[config.mk]
export PLATFORM = sky130hd
export DESIGN_NAME = humidity_temp_frame_convert
export DESIGN_NICKNAME = d
export VERILOG_FILES = /design/src/design/htfc_pkg.sv /design/src/design/humidity_temp_frame_convert.sv /design/src/design/htfc_crc_chk.sv
export SDC_FILE = /design/constraint.sdc
export NUM_CORES = 2
export LEC_CHECK = 0
export BUFFER_PORTS_ARGS = -buffer_cell sky130_fd_sc_hd__buf_2
export CAP_MARGIN = 20
export CORE_ASPECT_RATIO = 1.1
export CORE_MARGIN = 2
export CORE_UTILIZATION = 50
export DETAILED_ROUTE_END_ITERATION = 10
export PLACE_DENSITY = 0.66
export SLEW_MARGIN = 0
export SYNTH_ARGS = -nofsm -noshare
export SYNTH_HDL_FRONTEND = slang
export SYNTH_SLANG_ARGS = --single-unit
[constraint.sdc]
create_clock -name clk_i -period 13.9 [get_ports clk_i]
set_input_delay 2.78 -clock clk_i [delete_from_list [all_inputs] [get_ports clk_i]]
set_output_delay 2.78 -clock clk_i [all_outputs]
set_load 0.01 [all_outputs]
[src/design/htfc_pkg.sv]
// shared types, constants and the crc-8 byte step for the sensor word converter
// no dependencies; used by the top level and htfc_crc_chk by scoped names
`timescale 1ns / 1ps
`default_nettype none

package htfc_pkg;

  // register map of the configuration port
  localparam int unsigned CfgIdxW = 2;
  localparam int unsigned CfgDataW = 16;
  localparam logic [CfgIdxW-1:0] RegTempGain   = 2'd0;
  localparam logic [CfgIdxW-1:0] RegTempOffset = 2'd1;
  localparam logic [CfgIdxW-1:0] RegHumGain    = 2'd2;
  localparam logic [CfgIdxW-1:0] RegHumOffset  = 2'd3;

  localparam logic signed [CfgDataW-1:0] GainReset   = 16'sd4096;
  localparam logic signed [CfgDataW-1:0] OffsetReset = 16'sd0;

  // crc-8, msb first, start value 0, no final xor
  localparam logic [7:0] CrcPoly = 8'h31;

  // pipeline depth, input register to output register
  localparam int unsigned NumStages = 6;

  // temperature: z = floor((17572*s + 176640) / 256), q8 = floor(z / 100) - 12000
  localparam logic [30:0] TempMul  = 31'd17572;
  localparam logic [30:0] TempBias = 31'd176640;
  // floor(z / 100) as (z * ceil(2^30 / 100)) >> 30, exact for z below 2^23
  localparam logic [46:0] RecipHundred = 47'd10737419;
  localparam logic signed [16:0] TempQ8Bias = 17'sd12000;

  // humidity: h = floor((125*s + 128) / 256), q8 = clip(h - 1536, 0, 25600)
  localparam logic [22:0] HumMul   = 23'd125;
  localparam logic [22:0] HumRound = 23'd128;
  localparam logic [14:0] HumBias  = 15'd1536;
  localparam logic [14:0] HumTop   = 15'd27136;
  localparam logic [14:0] HumMax   = 15'd25600;

  localparam logic signed [32:0] GainRound = 33'sd2048;

  typedef logic signed [CfgDataW-1:0] cfg_word_t;
  typedef logic signed [16:0] q8_t;
  typedef logic signed [23:0] value_t;

  function automatic logic [7:0] crc8_byte(logic [7:0] crc, logic [7:0] data);
    logic [7:0] c;
    c = crc ^ data;
    for (int i = 0; i < 8; i++) begin
      if (c[7]) begin
        c = {c[6:0], 1'b0} ^ CrcPoly;
      end else begin
        c = {c[6:0], 1'b0};
      end
    end
    return c;
  endfunction

endpackage

`default_nettype wire

[src/design/humidity_temp_frame_convert.sv]
// top level: crc check, q8 scaling and per-channel calibration of sensor words
// depends on htfc_pkg and htfc_crc_chk
//
//   channel   direction  handshake               word
//   in        sink       in_valid_i / in_stall_o  req_type, data_high, data_low, check_byte
//   out       source     out_valid_o / out_stall_i  value (q8, signed 24), status
//   cfg       sink       cfg_we_i                 cfg_idx_i, cfg_data_i
//
// six register stages, stage 0 to stage 5, the last being the output register
// one word per cycle sustained while out is not stalled; the stage 2 reciprocal multiply
// and stage 4 gain multiply set the depth
// a stall only blocks stages that hold a word, so bubbles close up under a stalled output
// rst_ni clears the stage valid bits and loads gains of 1.0 and offsets of zero
`timescale 1ns / 1ps
`default_nettype none

module humidity_temp_frame_convert (
  input  wire logic                              clk_i,
  input  wire logic                              rst_ni,
  // input words
  input  wire logic                              in_valid_i,
  output logic                                   in_stall_o,
  input  wire logic                              req_type_i,
  input  wire logic [7:0]                        data_high_i,
  input  wire logic [7:0]                        data_low_i,
  input  wire logic [7:0]                        check_byte_i,
  // result words
  output logic                                   out_valid_o,
  input  wire logic                              out_stall_i,
  output logic signed [23:0]                     value_o,
  output logic                                   status_o,
  // configuration writes
  input  wire logic                              cfg_we_i,
  input  wire logic [htfc_pkg::CfgIdxW-1:0]      cfg_idx_i,
  input  wire logic [htfc_pkg::CfgDataW-1:0]     cfg_data_i
);

  // ---------------------------------------------------------------------------
  // calibration registers
  // ---------------------------------------------------------------------------
  htfc_pkg::cfg_word_t temp_gain_q, temp_offset_q, hum_gain_q, hum_offset_q;

  always_ff @(posedge clk_i or negedge rst_ni) begin
    if (!rst_ni) begin
      temp_gain_q   <= htfc_pkg::GainReset;
      temp_offset_q <= htfc_pkg::OffsetReset;
      hum_gain_q    <= htfc_pkg::GainReset;
      hum_offset_q  <= htfc_pkg::OffsetReset;
    end else if (cfg_we_i) begin
      unique case (cfg_idx_i)
        htfc_pkg::RegTempGain:   temp_gain_q   <= cfg_data_i;
        htfc_pkg::RegTempOffset: temp_offset_q <= cfg_data_i;
        htfc_pkg::RegHumGain:    hum_gain_q    <= cfg_data_i;
        htfc_pkg::RegHumOffset:  hum_offset_q  <= cfg_data_i;
        default: ;
      endcase
    end
  end

  // ---------------------------------------------------------------------------
  // pipeline flow control: a stage loads when it is empty or the next one moves
  // ---------------------------------------------------------------------------
  logic [htfc_pkg::NumStages-1:0] v_q, v_d, en;

  always_comb begin
    en[htfc_pkg::NumStages-1] = !v_q[htfc_pkg::NumStages-1] || !out_stall_i;
    for (int k = htfc_pkg::NumStages - 2; k >= 0; k--) begin
      en[k] = !v_q[k] || en[k+1];
    end
    v_d = v_q;
    if (en[0]) begin
      v_d[0] = in_valid_i;
    end
    for (int k = 1; k < htfc_pkg::NumStages; k++) begin
      if (en[k]) begin
        v_d[k] = v_q[k-1];
      end
    end
  end

  always_ff @(posedge clk_i or negedge rst_ni) begin
    if (!rst_ni) begin
      v_q <= '0;
    end else begin
      v_q <= v_d;
    end
  end

  assign in_stall_o = !en[0];

  // ---------------------------------------------------------------------------
  // stage 0: crc check, raw word capture
  // ---------------------------------------------------------------------------
  logic        crc_bad;
  logic        sel0_q, err0_q;
  logic [15:0] s0_q;

  htfc_crc_chk u_crc (
    .data_high_i  (data_high_i),
    .data_low_i   (data_low_i),
    .check_byte_i (check_byte_i),
    .mismatch_o   (crc_bad)
  );

  always_ff @(posedge clk_i) begin
    if (en[0]) begin
      sel0_q <= req_type_i;
      err0_q <= crc_bad;
      s0_q   <= {data_high_i, data_low_i};
    end
  end

  // ---------------------------------------------------------------------------
  // stage 1: constant multiplies for both scales
  // ---------------------------------------------------------------------------
  logic        sel1_q, err1_q;
  logic [30:0] tw1_d, tw1_q;
  logic [22:0] hum_raw;
  logic [14:0] hs1_d, hs1_q;

  always_comb begin
    // temperature offset folded in so the quotient stays non-negative
    tw1_d   = {15'd0, s0_q} * htfc_pkg::TempMul + htfc_pkg::TempBias;
    hum_raw = {7'd0, s0_q} * htfc_pkg::HumMul + htfc_pkg::HumRound;
    hs1_d   = hum_raw[22:8];
  end

  always_ff @(posedge clk_i) begin
    if (en[1]) begin
      sel1_q <= sel0_q;
      err1_q <= err0_q;
      tw1_q  <= tw1_d;
      hs1_q  <= hs1_d;
    end
  end

  // ---------------------------------------------------------------------------
  // stage 2: divide by 100 through the reciprocal, humidity clip
  // ---------------------------------------------------------------------------
  logic        sel2_q, err2_q;
  logic [46:0] recip_prod;
  logic [15:0] tq2_d, tq2_q;
  logic [14:0] hq2_d, hq2_q;

  always_comb begin
    recip_prod = {24'd0, tw1_q[30:8]} * htfc_pkg::RecipHundred;
    tq2_d      = recip_prod[45:30];
    if (hs1_q < htfc_pkg::HumBias) begin
      hq2_d = '0;
    end else if (hs1_q > htfc_pkg::HumTop) begin
      hq2_d = htfc_pkg::HumMax;
    end else begin
      hq2_d = hs1_q - htfc_pkg::HumBias;
    end
  end

  always_ff @(posedge clk_i) begin
    if (en[2]) begin
      sel2_q <= sel1_q;
      err2_q <= err1_q;
      tq2_q  <= tq2_d;
      hq2_q  <= hq2_d;
    end
  end

  // ---------------------------------------------------------------------------
  // stage 3: q8 reading of the selected channel
  // ---------------------------------------------------------------------------
  logic           sel3_q, err3_q;
  htfc_pkg::q8_t  q8_3_d, q8_3_q;

  always_comb begin
    if (sel2_q) begin
      q8_3_d = $signed({2'b00, hq2_q});
    end else begin
      q8_3_d = $signed({1'b0, tq2_q}) - htfc_pkg::TempQ8Bias;
    end
  end

  always_ff @(posedge clk_i) begin
    if (en[3]) begin
      sel3_q <= sel2_q;
      err3_q <= err2_q;
      q8_3_q <= q8_3_d;
    end
  end

  // ---------------------------------------------------------------------------
  // stage 4: gain multiply
  // ---------------------------------------------------------------------------
  logic                sel4_q, err4_q;
  htfc_pkg::cfg_word_t gain;
  logic signed [32:0]  prod4_d, prod4_q;

  always_comb begin
    gain    = sel3_q ? hum_gain_q : temp_gain_q;
    prod4_d = $signed({{16{q8_3_q[16]}}, q8_3_q}) * $signed({{17{gain[15]}}, gain});
  end

  always_ff @(posedge clk_i) begin
    if (en[4]) begin
      sel4_q  <= sel3_q;
      err4_q  <= err3_q;
      prod4_q <= prod4_d;
    end
  end

  // ---------------------------------------------------------------------------
  // stage 5: round off 12 gain fraction bits, subtract offset, output register
  // the q8 range times any 16-bit gain stays far inside 24 bits, so no clamp fires
  // ---------------------------------------------------------------------------
  htfc_pkg::cfg_word_t offset;
  logic signed [32:0]  rounded;
  htfc_pkg::value_t    value5_d, value5_q;
  logic                err5_q;

  always_comb begin
    offset  = sel4_q ? hum_offset_q : temp_offset_q;
    rounded = prod4_q + htfc_pkg::GainRound;
    if (err4_q) begin
      value5_d = '0;
    end else begin
      value5_d = $signed({{3{rounded[32]}}, rounded[32:12]})
               - $signed({{8{offset[15]}}, offset});
    end
  end

  always_ff @(posedge clk_i) begin
    if (en[5]) begin
      err5_q   <= err4_q;
      value5_q <= value5_d;
    end
  end

  assign out_valid_o = v_q[htfc_pkg::NumStages-1];
  assign value_o     = value5_q;
  assign status_o    = err5_q;

endmodule

`default_nettype wire

[src/design/htfc_crc_chk.sv]
// crc-8 check of a two-byte sensor word against its received check byte
// depends on htfc_pkg for the crc byte step
`timescale 1ns / 1ps
`default_nettype none

module htfc_crc_chk (
  input  wire logic [7:0] data_high_i,
  input  wire logic [7:0] data_low_i,
  input  wire logic [7:0] check_byte_i,
  output logic            mismatch_o
);

  logic [7:0] crc_hi;
  logic [7:0] crc_full;

  // high byte first, then low byte
  assign crc_hi     = htfc_pkg::crc8_byte(8'h00, data_high_i);
  assign crc_full   = htfc_pkg::crc8_byte(crc_hi, data_low_i);
  assign mismatch_o = (crc_full != check_byte_i);

endmodule

`default_nettype wire

==> summary.txt <==
Cells and area
  • Commonest non-fill, non-tap cells in the layout: inv_1 (808), fa_1 (554), ha_1 (495), nand2_1 (186), edfxtp_1 (157)
  • Area growth syn-to-layout: 6.92%
  • Commonest non-fill, non-tap cell in the layout: inv_1
  • Share of layout cells above drive strength 1: 7.54%
  • Layout Nets: 4496

STA
  • Clk_skew: 0.0517 ns
  • Final setup vio count: 0
  • Fmax: 138 MHz
  • Final Hold Fails: 0
  • Tmin final: 7.24 ns
  • Worst rel slew slack: 32.0%
  • Worst-Margin Slew: 1.02 ns
  • TNS Setup: 0 ns
  • Final Max Tran Viols: 0
  • Fin crit share: 52.1%
  • Final worst setup slack: 6.66 ns
  • Unrepaired setup endpoints after global routing: false

Critical path
  • Worst path slowest cell: edfxtp_1
  • Worst EP required: 14.22 ns
  • Crit Path Max Fanout: 17
  • CP delay by family, top: adder cells
  • WP data arrival: 7.56 ns
  • Reg-to-Reg Start: sel3_q$_DFFE_PP_
  • CP dominant cell by count: fa_1
  • Crit. path cell count: 21
  • Critical Path Start: sel3_q$_DFFE_PP_
  • Crit path largest cell delay: 0.92 ns
  • Worst setup path endpoint: prod4_q[32]$_DFFE_PP_
  • WP buf/inv: 4
  • Worst setup path category: flop to flop
  • Cell breakdown of the critical path: mux2i_1 -> buf_4 -> nand2b_1 -> fa_1 -> inv_1 -> fa_1 -> inv_1 -> fa_1 -> fa_1 -> fa_1 -> fa_1 -> inv_1 -> ha_1 -> nand2_1 -> nand2b_1 -> a21oi_1 -> o21ai_0 -> a21o_1 -> a31o_2 -> a21oi_2 -> xnor2_1
  • Reg-to-reg endpoint: prod4_q[32]$_DFFE_PP_
  • FF-to-FF path depth: 21
  • Worst setup EP type: flop
  • R2r setup slk: 6.66 ns
  • CP startpoint kind: flop

Global route
  • Largest net degree at the start of global routing: 71
  • Vias in the first global route: 23200
  • GRT Util Overall: 20.8%
  • Initial antenna violation count: 2
  • GR Overflow Total: 0
  • First-pass GRT wire length: 120000 um

Min path
  • Hold Crit Class: flop to flop

Synth
  • #FFs+latches synth: 227
  • Top cells by area, synth: fa_1 (32%), ha_1 (18%), edfxtp_1 (14%)
  • Ys flop type: edfxtp_1
  • Share of the synthesized area in the top cell type: 31.8%
  • Synth Cell Area: 34900 um^2
  • Mapped Cells: 3340
  • Syn Nets: 4437
  • Synth area leader: fa_1
  • EDFF count, synth: 157
  • Yosys cell types: 81
  • Ys async rst share: 30.8%
  • Post-synthesis sequential area ratio: 18.5%
  • Mapped Avg Cell Area: 10.4 um^2
  • Ys Warns: 0

Floorplan
  • I/O Pins: 75
  • Initial Util: 50.6%
  • DIE AREA: 71900 um^2
  • Row cnt: 101
  • Die Y: 281 um
  • Die W: 256 um
  • Core box area: 69000 um^2

Detailed routing
  • Drt pass-1 iters: 5
  • Post-Route WL: 71900 um
  • Initial drt markers: 998
  • Via count: 22300
  • Routed vias/inst: 5.12
  • DRC: 0
  • Wire per inst: 16.5 um
  • Routed Antenna Nets: 0

Clocking
  • Sink Count: 227
  • CTS root buf: clkbuf_16
  • Cts hold-fix bufs: 0
  • Number of buffers created by CTS: 29
  • Clock slew at reported path FFs: 0.07 ns
  • Worst skew pair latency: 0.59 ns
  • Post-CTS sizing: 0
  • H-tree levels: 1
  • Clk buf depth: 3
  • Setup repair bufs after CTS: 0
  • CTS tree: yes

Job
  • Max_cap viols: 0

Run status
  • Run status: finished clean

Place
  • HPWL after DPL: 61000 um
  • Gp weighted congestion: 0.894
  • Port Buffers: 74
  • Pre-CTS WS: 6.66 ns
[cell families (layout without fill, tap and decap cells)]
kind of cell / Yosys count / after routing / synth area share [%]
AO/OA/AOI/OAI: 293 / 293 / 5.67
XOR/XNOR: 170 / 170 / 4.33
adder cells (fa/ha/maj): 1049 / 1049 / 49.5
buffers and inverters: 865 / 947 / 9.36
flip-flops: 227 / 227 / 18.5
multiplexers: 108 / 108 / 3.41
other: 0 / 1 / 0
AND/OR/NAND/NOR: 628 / 628 / 9.17
[layout make-up]
cell class / count / area (um^2)
inverter: 808 / 3030
timing repair buffer: 85 / 475
fill: 6128 / 31700
clock buffer: 38 / 822
clock inverter: 16 / 181
antenna: 1 / 2.50
sequential: 227 / 6470
tap: 927 / 1160
multi-input combinational: 2248 / 25200
[worst register-to-register path, stage by stage (launching register included)]
cell and delay [ns]:
edfxtp_1 0.92, mux2i_1 0.17, buf_4 0.24, nand2b_1 0.23, fa_1 0.61, inv_1 0.08
fa_1 0.91, inv_1 0.21, fa_1 0.55, fa_1 0.53, fa_1 0.53, fa_1 0.55
inv_1 0.05, ha_1 0.36, nand2_1 0.11, nand2b_1 0.06, a21oi_1 0.17, o21ai_0 0.10
a21o_1 0.16, a31o_2 0.24, a21oi_2 0.14, xnor2_1 0.07
[flip-flops by register name (all words and copies together), names as in the netlist, 6 cells and up]
name,flops
tq2_q,16
s0_q,16
temp_offset_q,16
hum_offset_q,16
hq2_q,15
v_q,6
q8_3_q,17
temp_gain_q,16
hs1_q,15
hum_gain_q,16
prod4_q,22
value_o,22
tw1_q,23
[through the flow]
| stage | cells | cell area (um^2) | hold slack (ns) | utilization (%) |
|---|---|---|---|---|
| after floorplan | 3340 | 34900 | 0.400 | - |
| after detailed placement | 4294 | 36300 | 0.409 | 52.6 |
| final | 4350 | 37300 | 0.420 | 54.1 |
| after global routing | 4349 | 37300 | 0.425 | 54.1 |
| after CTS | 4348 | 37300 | 0.422 | 54.0 |
| after global placement | 4294 | 36300 | 0.404 | 52.6 |
[layer usage]
layer | track usage [%] | up-vias | wire, um
li1 | - | 10700 | -
met1 | 28.9 | 11100 | 32300
met2 | 35.1 | 401 | 34700
met3 | 2.16 | 101 | 2970
met4 | 5.32 | 0 | 1930
met5 | 0 | - | 0
[cell usage after synthesis, drive strengths merged (6+ instances only)]
cell    number
o21a        14
xnor2      113
nand2b      32
mux2        83
nor2       105
ha         495
xor2        56
o21bai      13
a211oi      16
o21ai       55
and3        31
nor3        30
clkbuf      51
nor2b      102
and2        52
inv        808
or2         10
or3          9
buf          6
dfrtp       68
nand2      187
a21oi       82
o211ai       7
nand4       18
a211o        6
a21o        45
a31oi       10
edfxtp     157
mux2i       25
nand3       23
a31o         9
fa         554
[how the worst min path moves through the flow]
| stage | slack, ns | to | depth (start not counted) | start |
|---|---|---|---|---|
| 3_5_place_dp | 0.41 | sel1_q$_DFFE_PP_ | 0 | sel0_q$_DFFE_PN_ |
| 2_1_floorplan | 0.40 | err1_q$_DFFE_PP_ | 0 | err0_q$_DFFE_PN_ |
| 4_1_cts | 0.42 | err2_q$_DFFE_PP_ | 0 | err1_q$_DFFE_PP_ |
| 6_report | 0.42 | err2_q$_DFFE_PP_ | 0 | err1_q$_DFFE_PP_ |
| 5_1_grt | 0.43 | sel1_q$_DFFE_PP_ | 0 | sel0_q$_DFFE_PN_ |
| 3_3_place_gp | 0.40 | err2_q$_DFFE_PP_ | 0 | err1_q$_DFFE_PP_ |
Power is left out: the tool's default activity adds up to more than one toggle a clock period on the data nets, which glitch-free logic cannot reach.
